[config.mk]
export PLATFORM = sky130hd
export DESIGN_NAME = zsn_ctrl_flat
export DESIGN_NICKNAME = d
export VERILOG_FILES = /design/src/sv/zsn_pkg.sv /design/src/sv/zsn_if.sv /design/src/sv/zsn_ctrl.sv /design/src/flat_wrapper.sv
export SDC_FILE = /design/constraint.sdc
export NUM_CORES = 1
export LEC_CHECK = 0
export BUFFER_PORTS_ARGS = -buffer_cell sky130_fd_sc_hd__buf_2
export CORE_ASPECT_RATIO = 2
export CORE_MARGIN = 10
export CORE_UTILIZATION = 49
export CTS_BUF_LIST = sky130_fd_sc_hd__clkbuf_2
export DETAILED_ROUTE_END_ITERATION = 7
export GPL_TIMING_DRIVEN = 1
export PLACE_DENSITY_LB_ADDON = 0.1
export SETUP_SLACK_MARGIN = 0.4
export SLEW_MARGIN = 20
export SYNTH_ARGS = -nofsm -noshare
export SYNTH_HDL_FRONTEND = slang
export SYNTH_SLANG_ARGS = --single-unit
export TNS_END_PERCENT = 30
[constraint.sdc]
create_clock -name i_clk -period 5.99 [get_ports i_clk]
set_clock_uncertainty 0.15 [all_clocks]
set_input_delay 1.198 -clock i_clk [delete_from_list [all_inputs] [get_ports i_clk]]
set_output_delay 1.198 -clock i_clk [all_outputs]
set_load 0.03 [all_outputs]
[src/sv/zsn_pkg.sv]
// Shared constants and command/status types for the z-score normalizer.
package zsn_pkg;
    localparam int MAX_SAMPLES = 64;
    localparam int AW = $clog2(MAX_SAMPLES);
    localparam int CW = AW + 1;

    localparam logic [3:0] C_NONE  = 4'd0;
    localparam logic [3:0] C_MEAN  = 4'd1;
    localparam logic [3:0] C_SSQ   = 4'd2;
    localparam logic [3:0] C_VAR   = 4'd3;
    localparam logic [3:0] C_SQRT  = 4'd4;
    localparam logic [3:0] C_RD    = 4'd5;
    localparam logic [3:0] C_DIV   = 4'd6;

    typedef struct packed {
        logic          load;
        logic [3:0]    op;
        logic          start;
        logic [AW-1:0] addr;
    } t_cmd;

    typedef struct packed {
        logic busy;
        logic sd_zero;
    } t_stat;
endpackage

[src/sv/zsn_if.sv]
// Valid/ready stream interfaces for input and result words.
interface zsn_in_if;
    logic        valid;
    logic        ready;
    logic [31:0] sample;
    logic        last;
    modport source (output valid, sample, last, input ready);
    modport sink (input valid, sample, last, output ready);
endinterface


[src/sv/zsn_ctrl.sv]
// Controller state machine sequencing load, statistics and output phases.
module zsn_ctrl import zsn_pkg::*; (
    input  logic          i_clk,
    input  logic          i_rst_n,
    zsn_in_if.sink        s_in,
    output t_cmd          o_cmd,
    output logic [CW-1:0] o_n,
    input  t_stat         i_stat,
    output logic          o_valid,
    input  logic          i_ready,
    output logic          o_last
);
    localparam logic [3:0] S_LOAD = 4'd0, S_MEAN = 4'd1, S_MW = 4'd2, S_SSQ = 4'd3,
        S_SW = 4'd4, S_VAR = 4'd5, S_VW = 4'd6, S_SQ = 4'd7, S_QW = 4'd8,
        S_RD = 4'd9, S_DIV = 4'd10, S_DW = 4'd11, S_OUT = 4'd12;

    logic [3:0]    r_st;
    logic [CW-1:0] r_n;
    logic [CW-1:0] r_i;
    logic          w_acc;

    assign s_in.ready = (r_st == S_LOAD);
    assign w_acc = s_in.valid && s_in.ready;
    assign o_n = r_n;
    assign o_valid = (r_st == S_OUT);
    assign o_last = (r_i + 1'b1 == r_n);

    always_comb begin
        o_cmd.load  = w_acc;
        o_cmd.start = 1'b0;
        o_cmd.op    = C_NONE;
        o_cmd.addr  = r_i[AW-1:0];
        case (r_st)
            S_LOAD: o_cmd.addr = r_n[AW-1:0];
            S_MEAN: begin o_cmd.op = C_MEAN; o_cmd.start = 1'b1; end
            S_MW:   o_cmd.op = C_MEAN;
            S_SSQ:  begin o_cmd.op = C_SSQ; o_cmd.start = (r_i == '0); end
            S_SW:   o_cmd.op = C_SSQ;
            S_VAR:  begin o_cmd.op = C_VAR; o_cmd.start = !i_stat.busy; end
            S_SQ:   begin o_cmd.op = C_SQRT; o_cmd.start = 1'b1; end
            S_RD:   o_cmd.op = C_RD;
            S_DIV:  begin o_cmd.op = C_DIV; o_cmd.start = 1'b1; end
            default: begin
            end
        endcase
    end

    always_ff @(posedge i_clk) begin
        if (!i_rst_n) begin
            r_st <= S_LOAD;
            r_n  <= '0;
            r_i  <= '0;
        end else begin
            case (r_st)
                S_LOAD: if (w_acc) begin
                    r_n <= r_n + 1'b1;
                    if (s_in.last || r_n + 1'b1 == CW'(MAX_SAMPLES)) begin
                        r_st <= S_MEAN;
                    end
                end
                S_MEAN: r_st <= S_MW;
                S_MW: if (!i_stat.busy) begin
                    r_st <= S_SSQ;
                    r_i  <= '0;
                end
                S_SSQ: begin
                    // Reads one address ahead; the memory read data is registered.
                    r_i  <= 1'b1;
                    r_st <= S_SW;
                end
                S_SW: begin
                    r_i <= r_i + 1'b1;
                    if (r_i == r_n) begin
                        r_st <= S_VAR;
                    end
                end
                S_VAR: if (!i_stat.busy) r_st <= S_VW;
                S_VW: if (!i_stat.busy) r_st <= S_SQ;
                S_SQ: r_st <= S_QW;
                S_QW: if (!i_stat.busy) begin
                    r_st <= S_RD;
                    r_i  <= '0;
                end
                S_RD: r_st <= S_DIV;
                S_DIV: r_st <= S_DW;
                S_DW: if (!i_stat.busy) r_st <= S_OUT;
                S_OUT: if (i_ready) begin
                    if (o_last) begin
                        r_st <= S_LOAD;
                        r_n  <= '0;
                        r_i  <= '0;
                    end else begin
                        r_i  <= r_i + 1'b1;
                        r_st <= S_RD;
                    end
                end
                default: r_st <= S_LOAD;
            endcase
        end
    end

    ap_count: assert property (@(posedge i_clk) disable iff (!i_rst_n)
        r_n <= CW'(MAX_SAMPLES)) else $error("count overflow");
    ap_idx: assert property (@(posedge i_clk) disable iff (!i_rst_n)
        r_st == S_OUT |-> r_i < r_n) else $error("index past count");
    ap_rdy: assert property (@(posedge i_clk) disable iff (!i_rst_n)
        o_valid |-> !s_in.ready) else $error("load during output");
endmodule

[src/flat_wrapper.sv]
// flat-port wrapper written by rule: the top's interface ports become plain ports
module zsn_ctrl_flat import zsn_pkg::*;
  (i_clk, i_rst_n, o_cmd, o_n, i_stat, o_valid, i_ready, o_last, s_in_valid, s_in_sample, s_in_last, s_in_ready);
  zsn_in_if s_in_i ();
  input  logic i_clk;
  input  logic i_rst_n;
  output t_cmd o_cmd;
  output logic [CW-1:0] o_n;
  input  t_stat i_stat;
  output logic o_valid;
  input  logic i_ready;
  output logic o_last;
  input wire logic [$bits(s_in_i.valid)-1:0] s_in_valid;
  input wire logic [$bits(s_in_i.sample)-1:0] s_in_sample;
  input wire logic [$bits(s_in_i.last)-1:0] s_in_last;
  output wire logic [$bits(s_in_i.ready)-1:0] s_in_ready;
  assign s_in_i.valid = s_in_valid;
  assign s_in_i.sample = s_in_sample;
  assign s_in_i.last = s_in_last;
  assign s_in_ready = s_in_i.ready;
  zsn_ctrl u_core (.i_clk(i_clk), .i_rst_n(i_rst_n), .s_in(s_in_i), .o_cmd(o_cmd), .o_n(o_n), .i_stat(i_stat), .o_valid(o_valid), .i_ready(i_ready), .o_last(o_last));
endmodule
==> results of run 1 <==
-- kinds of logic after synthesis --
| family | share of synthesized area |
|---|---|
| muxes | 0.02131 |
| other | 0.002366 |
| AOI/OAI and AO/OA | 0.2771 |
| DFF | 0.2273 |
| adders and majority gates | 0.02368 |
| and+or+nand+nor | 0.2826 |
| xor gates and xnor gates | 0.07656 |
| buffers and inverters | 0.08918 |
-- cell type report --
type                    instances  area (µm²)  share of cell area
multi-input cells             164        1084              0.6405
clock buffers                   3       15.01            0.008876
clock inverters                 1       3.754            0.002219
flip-flops and latches         18       360.3              0.2130
repair buffers                 27       137.6             0.08136
well taps                      31       38.79             0.02293
inverters                      14       52.55             0.03107
-- state kept, by name (all words and copies together), names as in the netlist --
signal       count
u_core.r_st      4
u_core.o_n       7
u_core.r_i       7
-- placed cells by master (no fill, tap or decap), types with 4 or more instances in the layout --
cell type   n
and3_1      5
xnor2_1     6
nor2_1     10
dfxtp_1    18
a21oi_1     8
nor3_1      4
nand2b_1    5
o22ai_1     4
inv_1      13
nand3_1    15
xor2_1      6
nand2_1    25
buf_2      26
o21ai_0    12
-- metrics by stage --
stage          total power, W  hold slack (ns)
4_1_cts             0.0004223           0.4308
3_3_place_gp        0.0003607           0.3961
5_1_grt             0.0004548           0.4489
2_1_floorplan       0.0003100           0.3566
3_5_place_dp        0.0003639           0.4081
6_report            0.0004191           0.4330
-- worst reg2reg max path: stages, from the launching register on --
cell	delay [ns]
dfxtp_1	0.51
ha_1	0.31
nand3_1	0.13
or2_1	0.33
xnor2_2	0.21
nor3_2	0.45
and3_1	0.37
o22ai_1	0.13
-- power by group through the flow --
| stage | clock network (W) | registers, W | logic [W] |
|---|---|---|---|
| 6_report | 0.0000563 | 0.000154 | 0.000208 |
| 2_1_floorplan | 0 | 0.000147 | 0.000163 |
| 4_1_cts | 0.0000601 | 0.000154 | 0.000209 |
| 5_1_grt | 0.0000663 | 0.000157 | 0.000231 |
| 3_3_place_gp | 0 | 0.000155 | 0.000205 |
| 3_5_place_dp | 0 | 0.000156 | 0.000208 |
-- worst max path at each step --
stage                             start  endpoint  slack (ns)  cells after the start
after floorplan               i_stat[1]  o_cmd[6]        2.27                      2
after global placement    u_core.r_i[1]    o_last        2.52                      6
after detailed placement  u_core.r_i[0]    o_last        2.49                      6
after CTS                 u_core.r_i[0]    o_last        2.09                      6
after global routing      u_core.r_i[1]    o_last        1.92                      6
final                     u_core.r_i[0]    o_last        2.11                      6
-- metal layers --
| metal | part of all wire | global-route usage |
|---|---|---|
| met5 | 0 | 0 |
| met4 | 0.029 | 0.06076 |
| met3 | 0.049 | 0.02655 |
| met2 | 0.55 | 0.2850 |
| met1 | 0.37 | 0.1592 |
==> qor.csv, run 1 <==
metric;value;unit
io_buffers;26;
syn_avg_cell_area;7.443;µm²
gp_congestion;0.8498;
setup.worst_path.start_class;register;
cts_root_buffer;clkbuf_2;
synth_top_area_cell;dfxtp_1;
p_seq_frac;0.369;
hp-start;u_core.r_i[1];
syn-cell-area;1585;µm²
clk_latency;0.32;ns
slew_viol_final;0;
die_width;60.22;µm
power.share.switching;0.4919;
cts_hold_buffers;0;
syn_inst;213;
ctsResizeCount;0;
final.setup.worst_slack;2.109;ns
p_comb_frac;0.497;
nNetsFinal;270;
n_antenna_cell;0;
place_ws;2.494;ns
yosysMostFrequentCell;nand2_1;
num_vias;1653;
status;finished, final reports clean;
holdPathStages;2;
grt_pass1_wl;7548;µm
routed_wl;4500;µm
hold_viol_final;0;
start_util;0.5022;
fmax;0.2577;GHz
async_reset_ff_frac;0;
first_pass_iters;4;
p_sw;0.0002062;W
utilization;0.5359;
grt_pass1_vias;1613;
final.min_clock_period;3.881;ns
cts_buffers;3;
path_class;reg -> out;
rsz0062_at_grt;false;
wl_per_cell;17.44;µm
synth_fp_nets;255;
relSlewSlack;0.5598;
fillers;340;
synth_top_area_share;0.2273;
synth_area_leaders;dfxtp_1, nand2_1, nand3_1, o21ai_0, xnor2_1;
path_max_fanout;6;
ys_seq_elements;18;
leakagePower;0.6787;nW
cap_violations;0;
post-route-period-util;0.6479;
globalRouteOverflowTotal;0;
crit_arrival;2.53;ns
final-setup-viol-count;0;
area_growth_syn_to_layout;6.709;%
layout-drive-gt1-share;0.1894;
hp-class;reg -> reg;
tns;0;ns
antenna_left;0;
worst_path_max_delay_cell;dfxtp_1;
die_h;100.4;µm
p_per_area;247.8;nW/µm²
r2r_end;u_core.o_n[1];
timing.reg2reg.setup_slack;3.31;ns
cts.sinks;18;
slowest_delay;0.51;ns
postLayoutCellArea;1692;µm²
io_pins;61;
ir_worst_vdd;0.1476;mV
synth_cell_types;62;
ys_warn_count;0;
place_area;1673;µm²
worst_pin_slew;0.6594;ns
synth_common_cells;nand2_1, dfxtp_1, nand3_1, inv_1, o21ai_0;
dp_cells;254;
cts_tree;yes;
crit_required;4.64;ns
antenna_found_initial;0;
crit_family;simple AND/OR/NAND/NOR gates;
hold_end;u_core.r_i[1];
p_int;0.0002130;W
via_per_inst;6.407;
core;3157;µm²
path_buf_inv;1;
endpoint_kind;primary output;
regToRegStartpoint;u_core.r_i[0];
post_cts_buffers;0;
r2r_cells;7;
die_area;6049;µm²
clk_pin_slew_worst_paths;0.17;ns
ys.flop_type;dfxtp_1;
grt_usage;0.1542;
drc;0;
num_rows;29;
dp_hpwl;3523;µm
grt_max_degree;21;
clkPwrFrac;0.134;
fin_cells;258;
cts_buffer_depth;2;
drtIter0Drc;80;
h-tree-depth;1;
crit_chain;ha_1 -> nand3_1 -> or2_1 -> xnor2_2 -> nor3_2 -> buf_2;
seq_area_frac_synth;0.2273;
synth-edff-count;0;
Note: power is estimated with default switching activity, not from simulation.
==> inputs of run 2 (changes only) <==
--- a/config.mk
+++ b/config.mk
@@ -8,7 +8,7 @@
 export BUFFER_PORTS_ARGS = -buffer_cell sky130_fd_sc_hd__buf_2
 export CORE_ASPECT_RATIO = 2
 export CORE_MARGIN = 10
-export CORE_UTILIZATION = 49
+export CORE_UTILIZATION = 46
 export CTS_BUF_LIST = sky130_fd_sc_hd__clkbuf_2
 export DETAILED_ROUTE_END_ITERATION = 7
 export GPL_TIMING_DRIVEN = 1
==> constraint.sdc (replaced) <==
create_clock -name i_clk -period 3.4 [get_ports i_clk]
set_clock_uncertainty 0.15 [all_clocks]
set_input_delay 0.68 -clock i_clk [delete_from_list [all_inputs] [get_ports i_clk]]
set_output_delay 0.68 -clock i_clk [all_outputs]
set_load 0.03 [all_outputs]
==> run 2 against run 1 <==
  * Critical path depth did not move
  * Worst setup slack got worse by 1.7 ns
  * Hold slack got worse by 0.042 ns
  * Sequential cell count did not move
  * Non-clock buffer count rose by 4
  * Critical endpoint unchanged
  * Highest routed layer unchanged
==> qor.csv, run 2 (synthesized netlist as in run 1, its figures left out) <==
metric;value;unit
crit_end;o_last;
cts_hold_buffers;0;
post-route-period-util;0.8679;
via_per_inst;6.266;
hold_viol_final;0;
layout_common_cells;nand2_1, buf_2, nand3_1, dfxtp_1, inv_1;
io_buffers;26;
globalRouteOverflowTotal;0;
layout-drive-gt1-share;0.2208;
startpoint;u_core.r_i[0];
crit_arrival;2.12;ns
fmax;0.3389;GHz
grt_usage;0.1517;
clk_pin_slew_worst_paths;0.19;ns
cts_buffer_depth;2;
nNetsFinal;274;
dp_hpwl;3527;µm
total_power;0.0007668;W
fillers;346;
crit_chain;ha_2 -> nand3_1 -> or2_1 -> xnor2_2 -> nor3_2 -> buf_4;
crit_required;2.57;ns
io_pins;61;
status;finished, final reports clean;
timing.reg2reg.setup_slack;0.95;ns
place_area;1704;µm²
cts_root_buffer;clkbuf_2;
utilization;0.5199;
die_h;103.0;µm
endpoint_kind;primary output;
path_max_fanout;6;
num_rows;30;
regToRegStartpoint;u_core.r_i[0];
core;3341;µm²
die_area;6337;µm²
die_width;61.51;µm
cts.sinks;18;
postLayoutCellArea;1737;µm²
rsz0062_at_grt;true;
worst_path_max_delay_cell;dfxtp_4;
slowest_delay;0.43;ns
antenna_left;0;
first_pass_iters;4;
gp_congestion;0.8408;
wl_per_cell;17.26;µm
antenna_found_initial;0;
num_vias;1648;
h-tree-depth;1;
ir_worst_vdd;0.2521;mV
cts_buffers;3;
setup.worst_path.start_class;register;
final-setup-viol-count;0;
area_growth_syn_to_layout;9.550;%
grt_max_degree;21;
final.min_clock_period;2.951;ns
n_antenna_cell;0;
slew_viol_final;0;
worst_pin_slew;0.6456;ns
drc;0;
drtIter0Drc;60;
r2r_cells;8;
routed_wl;4540;µm
hp-class;reg -> reg;
path_class;reg -> out;
grt_pass1_vias;1616;
fin_cells;263;
cts_tree;yes;
relSlewSlack;0.5690;
dp_cells;259;
grt_pass1_wl;7431;µm
tns;0;ns
clk_latency;0.33;ns
p_per_area;441.6;nW/µm²
leakagePower;0.6992;nW
r2r_end;u_core.r_i[0];
cap_violations;0;
start_util;0.4745;
[run 2: changes by cell type in the layout (fill, tap and decap cells not counted)]
cell     change
buf_4        +5
ha_1         -1
ha_2         +1
buf_2        -1
dfxtp_4      +2
dfxtp_2      +1
dfxtp_1      -3
[run 2: metrics by stage]
| step | hold WS (ns) | worst slack [ns] |
|---|---|---|
| after floorplan | 0.3566 | 0.5488 |
| after global placement | 0.3963 | 0.6739 |
| after detailed placement | 0.4106 | 0.6481 |
| after CTS | 0.3875 | 0.4134 |
| after global routing | 0.4109 | 0.3174 |
| final | 0.3909 | 0.4490 |
[run 2: power by group]
| group | leakage (nW) | switching, W | internal, W | total, W |
|---|---|---|---|---|
| combinational | 0.537 | 0.000263 | 0.000140 | 0.000402 |
| clock | 0.0140 | 0.0000784 | 0.0000256 | 0.000104 |
| sequential | 0.148 | 0.0000340 | 0.000227 | 0.000261 |
| total | 0.699 | 0.000375 | 0.000392 | 0.000767 |
[run 2: final cells by class]
class	instances	area, µm²	share of cell area
tap	32	40.04	0.02305
sequential	18	369.1	0.2125
multi-input combinational	164	1086	0.6254
clock buffer	3	15.01	0.008646
timing repair buffer	31	170.2	0.09798
inverter	14	52.55	0.03026
clock inverter	1	3.754	0.002161
[run 2: repair_timing]
item                       CTS  global route
resized for setup            4             3
pin swaps                    0             0
setup endpoints to repair    1             2
setup buffers                0             0
[run 2: worst max-delay path, delay by kind of cell, from the launching register on]
kind / cells / cell delay [ns]
XOR/XNOR: 1 / 0.20
flip-flops: 1 / 0.43
AND/OR/NAND/NOR: 3 / 0.72
adder cells (fa/ha/maj): 1 / 0.24
buffers and inverters: 1 / 0.21
[run 2: how the worst min path moves through the flow]
stage	start	end	slack, ns	cells after the start
after floorplan	u_core.r_i[1]	u_core.r_i[1]	0.36	2
after global placement	u_core.r_i[6]	u_core.r_i[6]	0.40	2
after detailed placement	u_core.r_i[1]	u_core.r_i[1]	0.41	2
after CTS	u_core.r_i[1]	u_core.r_i[1]	0.39	2
after global routing	u_core.r_i[1]	u_core.r_i[1]	0.41	2
final	u_core.r_i[1]	u_core.r_i[1]	0.39	2
[run 2: per-layer routing]
layer | share of wire | up-vias | track usage
li1 | - | 801 | -
met1 | 0.40 | 785 | 0.1529
met2 | 0.54 | 47 | 0.2716
met3 | 0.031 | 15 | 0.02713
met4 | 0.030 | 0 | 0.08997
met5 | 0 | - | 0
